--- src/rtl/core/rrc_pkg.sv ---
// ----------------------------------------------------------------------------
// rrc_pkg
// Shared types, constants and the victim-selection lfsr step for the
// random replacement cache.
// ----------------------------------------------------------------------------
`timescale 1ns / 1ps
`default_nettype none

package rrc_pkg;

	localparam int LFSR_W = 16;
	localparam logic [LFSR_W-1:0] LFSR_TAPS = 16'hB400;
	localparam logic [LFSR_W-1:0] SEED_RESET = 16'd44257;
	localparam logic [LFSR_W-1:0] SEED_ZERO_SUB = 16'd1;

	localparam int COUNT_W = 32;
	localparam logic [COUNT_W-1:0] COUNT_MAX = '1;

	// flags of the lookup token walking down the cell chain
	typedef struct packed {
		logic active;
		logic found;
		logic vic_valid;
	} tok_ctl_t;

	typedef enum logic [1:0] {
		ST_IDLE,
		ST_MOD,
		ST_SWEEP
	} state_t;

	// one right-shifting galois step
	function automatic logic [LFSR_W-1:0] lfsr_step(input logic [LFSR_W-1:0] cur);
		logic [LFSR_W-1:0] nxt;
		nxt = cur >> 1;
		if (cur[0]) begin
			nxt = nxt ^ LFSR_TAPS;
		end
		return nxt;
	endfunction

	// a zero seed would lock the lfsr
	function automatic logic [LFSR_W-1:0] lfsr_load(input logic [LFSR_W-1:0] seed);
		return (seed == '0) ? SEED_ZERO_SUB : seed;
	endfunction

	function automatic logic [COUNT_W-1:0] sat_inc(input logic [COUNT_W-1:0] c);
		return (c == COUNT_MAX) ? c : c + COUNT_W'(1);
	endfunction

endpackage

`default_nettype wire

--- src/rtl/core/rrc_cell.sv ---
// ----------------------------------------------------------------------------
// rrc_cell
// One cache slot: holds key, value and valid, and updates the lookup token
// as it passes on to the next cell.
// ----------------------------------------------------------------------------
`timescale 1ns / 1ps
`default_nettype none

module rrc_cell import rrc_pkg::*; #(
	parameter int ENTRIES    = 16,
	parameter int KEY_BITS   = 16,
	parameter int VALUE_BITS = 32,
	parameter int IDX        = 0
) (
	input  wire                         clk,
	input  wire                         arst_n,
	input  wire  [KEY_BITS-1:0]         key,
	input  wire  [$clog2(ENTRIES)-1:0]  victim,
	input  wire                         wr_en,
	input  wire  [KEY_BITS-1:0]         wr_key,
	input  wire  [VALUE_BITS-1:0]       wr_value,
	input  wire tok_ctl_t               ctl_in,
	input  wire  [VALUE_BITS-1:0]       value_in,
	input  wire  [$clog2(ENTRIES)-1:0]  slot_in,
	input  wire  [KEY_BITS-1:0]         vkey_in,
	output tok_ctl_t                    ctl_out,
	output logic [VALUE_BITS-1:0]       value_out,
	output logic [$clog2(ENTRIES)-1:0]  slot_out,
	output logic [KEY_BITS-1:0]         vkey_out
);

	localparam int SLOT_W = $clog2(ENTRIES);
	localparam logic [SLOT_W-1:0] MY_SLOT = SLOT_W'(IDX);

	logic [KEY_BITS-1:0]   key_q;
	logic [VALUE_BITS-1:0] value_q;
	logic                  valid_q;

	tok_ctl_t              tok_ctl_q;
	logic [VALUE_BITS-1:0] tok_value_q;
	logic [SLOT_W-1:0]     tok_slot_q;
	logic [KEY_BITS-1:0]   tok_vkey_q;

	logic match;
	logic at_victim;

	assign match     = valid_q && (key_q == key);
	assign at_victim = (victim == MY_SLOT);

	always_ff @(posedge clk or negedge arst_n) begin
		if (!arst_n) begin
			valid_q <= 1'b0;
		end else if (wr_en) begin
			valid_q <= 1'b1;
		end
	end

	always_ff @(posedge clk) begin
		if (wr_en) begin
			key_q   <= wr_key;
			value_q <= wr_value;
		end
	end

	always_ff @(posedge clk or negedge arst_n) begin
		if (!arst_n) begin
			tok_ctl_q <= '0;
		end else begin
			tok_ctl_q.active    <= ctl_in.active;
			tok_ctl_q.found     <= ctl_in.found | match;
			tok_ctl_q.vic_valid <= at_victim ? valid_q : ctl_in.vic_valid;
		end
	end

	// first match wins, later cells pass it through
	always_ff @(posedge clk) begin
		if (!ctl_in.found && match) begin
			tok_value_q <= value_q;
			tok_slot_q  <= MY_SLOT;
		end else begin
			tok_value_q <= value_in;
			tok_slot_q  <= slot_in;
		end
		tok_vkey_q <= at_victim ? key_q : vkey_in;
	end

	assign ctl_out   = tok_ctl_q;
	assign value_out = tok_value_q;
	assign slot_out  = tok_slot_q;
	assign vkey_out  = tok_vkey_q;

endmodule

`default_nettype wire

--- src/rtl/core/rrc_mod.sv ---
// ----------------------------------------------------------------------------
// rrc_mod
// Remainder of the lfsr word by the slot count, by reciprocal multiplication.
// ----------------------------------------------------------------------------
`timescale 1ns / 1ps
`default_nettype none

module rrc_mod import rrc_pkg::*; #(
	parameter int ENTRIES = 16
) (
	input  wire                         clk,
	input  wire                         arst_n,
	input  wire                         start,
	input  wire  [LFSR_W-1:0]           x,
	output logic                        done,
	output logic [$clog2(ENTRIES)-1:0]  rem
);

	localparam int SLOT_W  = $clog2(ENTRIES);
	localparam int SHIFT   = LFSR_W + SLOT_W;
	localparam int RECIP_W = LFSR_W + 1;
	localparam int PROD_W  = LFSR_W + RECIP_W;
	// ceil(2^SHIFT / ENTRIES) gives the exact quotient for every lfsr word
	localparam logic [RECIP_W-1:0] RECIP = RECIP_W'(((1 << SHIFT) + ENTRIES - 1) / ENTRIES);
	localparam logic [LFSR_W-1:0]  DIV   = LFSR_W'(ENTRIES);

	logic [LFSR_W-1:0] x_s1;
	logic              run_s1;
	logic [LFSR_W-1:0] x_s2;
	logic [LFSR_W-1:0] quo_s2;
	logic              run_s2;
	logic [SLOT_W-1:0] rem_q;
	logic              done_q;

	logic [PROD_W-1:0] prod;
	logic [LFSR_W-1:0] quo;
	logic [LFSR_W-1:0] back;
	logic [LFSR_W-1:0] diff;

	assign prod = PROD_W'(x_s1) * PROD_W'(RECIP);
	assign quo  = LFSR_W'(prod >> SHIFT);
	assign back = quo_s2 * DIV;
	assign diff = x_s2 - back;

	always_ff @(posedge clk or negedge arst_n) begin
		if (!arst_n) begin
			run_s1 <= 1'b0;
			run_s2 <= 1'b0;
			done_q <= 1'b0;
		end else begin
			run_s1 <= start;
			run_s2 <= run_s1;
			done_q <= run_s2;
		end
	end

	always_ff @(posedge clk) begin
		if (start) begin
			x_s1 <= x;
		end
		if (run_s1) begin
			x_s2   <= x_s1;
			quo_s2 <= quo;
		end
		if (run_s2) begin
			rem_q <= diff[SLOT_W-1:0];
		end
	end

	assign done = done_q;
	assign rem  = rem_q;

endmodule

`default_nettype wire

--- src/rtl/core/random_replacement_cache.sv ---
// ----------------------------------------------------------------------------
// random_replacement_cache
// Fully associative cache with lfsr-driven random replacement and saturating
// request, hit and eviction counters.
// ----------------------------------------------------------------------------
//  channel   | handshake            | payload
//  ----------+----------------------+------------------------------------------
//  request   | start / busy         | lookup_key, fill_value
//  result    | done (one cycle)     | read_value, was_hit, did_evict,
//            |                      | evicted_key, slot_used, total_*
//  seed      | seed_we              | seed_wdata
//
//  A request is taken when start is high and busy low. The strobe rises
//  after the remainder that picks the victim slot (run_s1, run_s2 and
//  done_q in rrc_mod), the walk of the lookup token through the slot
//  chain, one register per cell, and the result register. busy drops with
//  the strobe, so the next request can be taken in the strobe cycle. Reset
//  clears all valid bits at once and loads the seed default into the lfsr;
//  the receiver cannot stall results.
// ----------------------------------------------------------------------------
`timescale 1ns / 1ps
`default_nettype none

module random_replacement_cache import rrc_pkg::*; #(
	parameter int ENTRIES    = 16,
	parameter int KEY_BITS   = 16,
	parameter int VALUE_BITS = 32
) (
	input  wire                         clk,
	input  wire                         arst_n,
	input  wire                         start,
	output logic                        busy,
	input  wire  [KEY_BITS-1:0]         lookup_key,
	input  wire  [VALUE_BITS-1:0]       fill_value,
	input  wire                         seed_we,
	input  wire  [LFSR_W-1:0]           seed_wdata,
	output logic                        done,
	output logic [VALUE_BITS-1:0]       read_value,
	output logic                        was_hit,
	output logic                        did_evict,
	output logic [KEY_BITS-1:0]         evicted_key,
	output logic [$clog2(ENTRIES)-1:0]  slot_used,
	output logic [COUNT_W-1:0]          total_requests,
	output logic [COUNT_W-1:0]          total_hits,
	output logic [COUNT_W-1:0]          total_misses,
	output logic [COUNT_W-1:0]          total_evictions
);

	localparam int SLOT_W = $clog2(ENTRIES);

	state_t state_q, state_nx;
	logic   inj;
	logic   accept;
	logic   last;
	logic   hit;
	logic   evict;

	logic [LFSR_W-1:0]     lfsr_q;
	logic [LFSR_W-1:0]     lfsr_nx_q;
	logic [KEY_BITS-1:0]   req_key_q;
	logic [VALUE_BITS-1:0] req_fill_q;

	logic [COUNT_W-1:0] req_cnt_q;
	logic [COUNT_W-1:0] hit_cnt_q;
	logic [COUNT_W-1:0] evict_cnt_q;

	logic                  done_q;
	logic [VALUE_BITS-1:0] read_value_q;
	logic                  was_hit_q;
	logic                  did_evict_q;
	logic [KEY_BITS-1:0]   evicted_key_q;
	logic [SLOT_W-1:0]     slot_used_q;

	logic              mod_done;
	logic [SLOT_W-1:0] victim;

	tok_ctl_t              ctl_w   [ENTRIES+1];
	logic [VALUE_BITS-1:0] value_w [ENTRIES+1];
	logic [SLOT_W-1:0]     slot_w  [ENTRIES+1];
	logic [KEY_BITS-1:0]   vkey_w  [ENTRIES+1];
	logic [ENTRIES-1:0]    wr_en;

	assign accept = start && !busy;

	// fsm
	always_ff @(posedge clk or negedge arst_n) begin
		if (!arst_n) begin
			state_q <= ST_IDLE;
		end else begin
			state_q <= state_nx;
		end
	end

	always_comb begin
		state_nx = state_q;
		inj      = 1'b0;
		busy     = 1'b1;
		case (state_q)
			ST_IDLE: begin
				busy = 1'b0;
				if (start) begin
					state_nx = ST_MOD;
				end
			end
			ST_MOD: begin
				if (mod_done) begin
					inj      = 1'b1;
					state_nx = ST_SWEEP;
				end
			end
			ST_SWEEP: begin
				if (last) begin
					state_nx = ST_IDLE;
				end
			end
			default: begin
				state_nx = ST_IDLE;
			end
		endcase
	end

	// victim slot = next lfsr value mod ENTRIES
	rrc_mod #(
		.ENTRIES (ENTRIES)
	) u_mod (
		.clk    (clk),
		.arst_n (arst_n),
		.start  (accept),
		.x      (lfsr_step(lfsr_q)),
		.done   (mod_done),
		.rem    (victim)
	);

	// token enters at cell 0
	assign ctl_w[0]   = '{active: inj, found: 1'b0, vic_valid: 1'b0};
	assign value_w[0] = '0;
	assign slot_w[0]  = '0;
	assign vkey_w[0]  = '0;

	for (genvar i = 0; i < ENTRIES; i++) begin : g_cell
		assign wr_en[i] = last && !hit && (victim == SLOT_W'(i));

		rrc_cell #(
			.ENTRIES    (ENTRIES),
			.KEY_BITS   (KEY_BITS),
			.VALUE_BITS (VALUE_BITS),
			.IDX        (i)
		) u_cell (
			.clk       (clk),
			.arst_n    (arst_n),
			.key       (req_key_q),
			.victim    (victim),
			.wr_en     (wr_en[i]),
			.wr_key    (req_key_q),
			.wr_value  (req_fill_q),
			.ctl_in    (ctl_w[i]),
			.value_in  (value_w[i]),
			.slot_in   (slot_w[i]),
			.vkey_in   (vkey_w[i]),
			.ctl_out   (ctl_w[i+1]),
			.value_out (value_w[i+1]),
			.slot_out  (slot_w[i+1]),
			.vkey_out  (vkey_w[i+1])
		);
	end

	assign last  = ctl_w[ENTRIES].active;
	assign hit   = ctl_w[ENTRIES].found;
	assign evict = !hit && ctl_w[ENTRIES].vic_valid;

	always_ff @(posedge clk) begin
		if (accept) begin
			req_key_q  <= lookup_key;
			req_fill_q <= fill_value;
			lfsr_nx_q  <= lfsr_step(lfsr_q);
		end
	end

	always_ff @(posedge clk or negedge arst_n) begin
		if (!arst_n) begin
			lfsr_q      <= SEED_RESET;
			req_cnt_q   <= '0;
			hit_cnt_q   <= '0;
			evict_cnt_q <= '0;
			done_q      <= 1'b0;
		end else begin
			done_q <= last;
			if (seed_we) begin
				lfsr_q <= lfsr_load(seed_wdata);
			end else if (last && !hit) begin
				lfsr_q <= lfsr_nx_q;
			end
			if (last) begin
				req_cnt_q <= sat_inc(req_cnt_q);
				if (hit) begin
					hit_cnt_q <= sat_inc(hit_cnt_q);
				end
				if (evict) begin
					evict_cnt_q <= sat_inc(evict_cnt_q);
				end
			end
		end
	end

	// result beat
	always_ff @(posedge clk) begin
		if (last) begin
			read_value_q  <= hit ? value_w[ENTRIES] : req_fill_q;
			was_hit_q     <= hit;
			did_evict_q   <= evict;
			evicted_key_q <= evict ? vkey_w[ENTRIES] : '0;
			slot_used_q   <= hit ? slot_w[ENTRIES] : victim;
		end
	end

	assign done            = done_q;
	assign read_value      = read_value_q;
	assign was_hit         = was_hit_q;
	assign did_evict       = did_evict_q;
	assign evicted_key     = evicted_key_q;
	assign slot_used       = slot_used_q;
	assign total_requests  = req_cnt_q;
	assign total_hits      = hit_cnt_q;
	assign total_misses    = req_cnt_q - hit_cnt_q;
	assign total_evictions = evict_cnt_q;

	a_single_beat: assert property (@(posedge clk) disable iff (!arst_n)
		done_q |=> !done_q)
		else $error("result strobe held for more than one cycle");

	a_lfsr_nonzero: assert property (@(posedge clk) disable iff (!arst_n)
		lfsr_q != '0)
		else $error("victim lfsr locked at zero");

	a_hit_no_evict: assert property (@(posedge clk) disable iff (!arst_n)
		(done_q && was_hit_q) |-> !did_evict_q)
		else $error("eviction reported on a hit");

	a_hits_le_reqs: assert property (@(posedge clk) disable iff (!arst_n)
		hit_cnt_q <= req_cnt_q)
		else $error("hit count above request count");

	a_busy_sweep: assert property (@(posedge clk) disable iff (!arst_n)
		last |-> (state_q == ST_SWEEP))
		else $error("token left the chain outside a sweep");

endmodule

`default_nettype wire
--- config.mk ---
export PLATFORM = sky130hd
export DESIGN_NAME = random_replacement_cache
export DESIGN_NICKNAME = d
export VERILOG_FILES = /design/src/rtl/core/rrc_pkg.sv /design/src/rtl/core/rrc_cell.sv /design/src/rtl/core/rrc_mod.sv /design/src/rtl/core/random_replacement_cache.sv
export SDC_FILE = /design/constraint.sdc
export NUM_CORES = 2
export LEC_CHECK = 0
export BUFFER_PORTS_ARGS = -buffer_cell sky130_fd_sc_hd__buf_2
export CORE_MARGIN = 1
export CORE_UTILIZATION = 55
export DETAILED_ROUTE_END_ITERATION = 7
export PLACE_DENSITY = 0.8
export SETUP_SLACK_MARGIN = 0.5
export SYNTH_ARGS = -nofsm -noshare
export SYNTH_HDL_FRONTEND = slang
export SYNTH_SLANG_ARGS = --single-unit
export TNS_END_PERCENT = 20
--- constraint.sdc ---
create_clock -name clk -period 6.7 [get_ports clk]
set_clock_uncertainty 0.15 [all_clocks]
set_input_delay 0.67 -clock clk [delete_from_list [all_inputs] [get_ports clk]]
set_output_delay 0.67 -clock clk [all_outputs]
set_load 0.01 [all_outputs]
==> metrics.cfg <==
[timing]
fin_crit_ns = 4.779
finalSetupTns_ns = 0
drv_slew = 0
worst_slew_pin_slew_ns = 1.265
setup_violations = 0
rsz0062_at_grt = false
maxSlewHeadroom_pct = 15.22
period_share_pct = 71.33
hold_viol = 0
hold-worst-slack_ns = 0.1893
fmax_mhz = 209.2

[yosys]
synth_fa_ha_area_share_pct = 0.6788
synth_xor_area_share_pct = 5.045
yosys_warnings = 0
synth_edf_count = 894
synth_compound_area_share_pct = 1.169
synth_ff_type = edfxtp_1
synth_top_family_by_area = multiplexers
synth_seq_area_share_pct = 72.79
syn-cell-area_um2 = 65620
synth_cells = 3991
synthTopCellsByArea = edfxtp_1 41%, dfxtp_1 25%, mux2_2 11%
muxShareOfSynthArea_pct = 13.68
synth.avg_cell_area_um2 = 16.44
ys_ff_latch = 1893
yosys.area_share.simple_pct = 5.160
ys_types = 66
synth_nets = 4094
yosysTopAreaCell = edfxtp_1
netlist.area_leader.share_pct = 40.91
async_reset_ff_share_pct = 9.614

[floorplan]
io_pins = 252
dieArea_um2 = 120700
rows = 126
initial_core_util_pct = 55.50
die_y_um = 347.4
die_x_um = 347.4
core_area_um2 = 118200

[global_routing]
grt_usage_pct = 21.35
grt_first_pass_wirelength_um = 198000
grt_pass1_vias = 34810
grt_max_degree = 102
antenna_found_initial = 2
grt.overflow.total = 0

[critical_path]
cp_slowest_stage_delay_ns = 0.73
slowest_stage = o41ai_2
crit_family = compound AO/OA/AOI/OAI gates
cp.arrival_ns = 3.96
path_cells = inv_1 > ha_1 > fa_1 > nand2b_1 > a21oi_1 > nor4_1 > o41ai_2 > a211o_1 > a41oi_1 > xnor2_1 > buf_2
start_kind = flop
cp_max_fo = 5
critPathBufInv = 2
crit_required_ns = 5.88
critPathKind = flop to primary output
critPathCaptureType = primary output

[detailed_routing]
first_pass_iters = 6
wl_met1_um = 53350
drt-total-wl_um = 127700
drtIter0Drc = 2028
ant_nets = 0
met3_length_um = 6557
post-route-drc-count = 0
top_layer = met4
dr_total_vias = 32750
dr_wl_met2_um = 64510
vias_per_cell = 5.344
wl_per_cell_um = 20.85

[clock_tree]
cts_resized = 0
clkTransAtPathRegs_ns = 0.06
cts-buffers-inserted = 180
clock_latency_ns = 0.80
cts.path.max_buffers = 3
cts_root_buffer = clkbuf_16
cts_tree = built
cts.sinks = 1893
post_cts_buffers = 0
cts_hold_buf = 65
htreeDepth = 4

[worst_hold_path]
hp-class = input pin to flop

[power]
ir_drop_v = 0.0003316
p_per_area_nw_per_um2 = 353.7
p_int_uw = 20560
pwr-share-clk_pct = 39.0
switchingPower_uw = 6198
power_uw = 26750
p_leak_uw = 0.02942
seqPwrFrac_pct = 51.4
comb_power_share_pct = 9.6
netSwitchingFraction_pct = 23.17

[place]
dpl-instance-area_um2 = 68700
port-buffer-count = 251
place.gp.congestion = 0.8738
hpwlAfterDp_um = 79020

[cells_and_area]
mostFrequentLayoutCell = edfxtp_1
nFillCells = 8103
nets = 4534
synthToLayoutAreaGrowth_pct = 15.28
multi_input_area_um2 = 17040
mostFrequentLayoutCells = 894 x edfxtp_1, 817 x dfxtp_1, 659 x mux2_2
ff_latch_area_um2 = 47770
drive_gt1_share_pct = 30.54
fin_area_um2 = 75650

[run]
max_cap_violations = 0

[outcome]
outcome = finished clean

synth_stat cells, drive strengths merged (4+ instances only):
master	count
clkbuf	34
xor2	108
nor3	37
a21oi	33
or3	4
edfxtp	894
nand4	72
nor2	83
buf	91
mux2i	17
ha	34
a211oi	6
nor2b	28
nor4	31
o211ai	9
and2	73
dfrtp	174
dfxtp	817
nand2b	28
nand3	66
and4	8
nand2	83
and3	24
a21o	10
or4	13
o21a	4
xnor2	270
mux2	773
inv	49
or2	48
o21ai	31
a21boi	4
dfstp	8
cell type report:
type	count	area share [%]
clock buffers	270	7.158
inverters	49	0.2431
clock inverters	71	1.158
well taps	1536	2.541
repair buffers	383	3.214
multi-input cells	1924	22.53
flip-flops and latches	1893	63.15
diodes	2	0.006616
power groups by stage:
stage          clock network, uW  registers, uW  logic [uW]
6_report                   10400          13800        2580
2_1_floorplan                  0          13900        1620
3_3_place_gp                   0          13900        2510
5_1_grt                    11100          13900        2790
3_5_place_dp                   0          14000        2540
4_1_cts                    10600          13800        2600
worst paths after layout:
kind | slack [ns] | start | end | cells past startpoint
worst max-delay path | 1.92 | total_requests[0]$_DFFE_PN0P_ | total_misses[30] | 11
worst min-delay path | 0.19 | seed_we | lfsr_q[7]$_DFFE_PN1P_ | 3
worst max register to register | 2.92 | u_mod.rem[3]$_DFFE_PP_ | g_cell[14].u_cell.value_q[8]$_DFFE_PP_ | 3
worst min register to register | 0.19 | g_cell[9].u_cell.ctl_out[2]$_DFF_PN0_ | g_cell[10].u_cell.ctl_out[2]$_DFF_PN0_ | 0
max in group asynchronous | 4.94 | arst_n | g_cell[0].u_cell.ctl_out[1]$_DFF_PN0_ | 3
min in group asynchronous | 0.31 | arst_n | total_hits[12]$_DFFE_PN0P_ | 2
logic make-up after synthesis:
logic type	Yosys count
DFF	1893
muxes	790
and+or+nand+nor	602
xor gates and xnor gates	378
buffers and inverters	174
AOI/OAI and AO/OA	119
adders and majority gates	35
worst min-delay path: stages:
cell     delay (ns)
buf_2          0.26
nand2_1        0.12
o21ai_0        0.07
stage by stage:
stage	worst slack [ns]	util, %	std cells
after floorplan	0.7506	-	3991
after global placement	2.754	58.10	5720
after detailed placement	2.779	58.10	5720
after CTS	1.861	63.97	6126
after global routing	1.672	63.97	6126
final	1.921	63.98	6128
state kept, by name (all words and copies together), names as in the netlist, 2 cells and up:
name	cells
total_requests	32
g_cell.u_cell.slot_out	49
read_value	32
state_q	2
total_hits	32
g_cell.u_cell.valid_q	16
u_mod.x_s1	16
u_mod.x_s2	4
evicted_key	16
lfsr_q	16
total_evictions	32
g_cell.u_cell.value_q	512
g_cell.u_cell.ctl_out	48
g_cell.u_cell.vkey_out	256
u_mod.rem	4
req_fill_q	32
slot_used	4
req_key_q	16
g_cell.u_cell.value_out	512
g_cell.u_cell.key_q	256
routing by layer:
| metal | up-vias | GRT usage [%] |
|---|---|---|
| li1 | 15280 | - |
| met1 | 16500 | 26.44 |
| met2 | 762 | 37.26 |
| met3 | 216 | 4.269 |
| met4 | 0 | 7.323 |
| met5 | - | 0 |
Power figures use the tool's default switching activity.
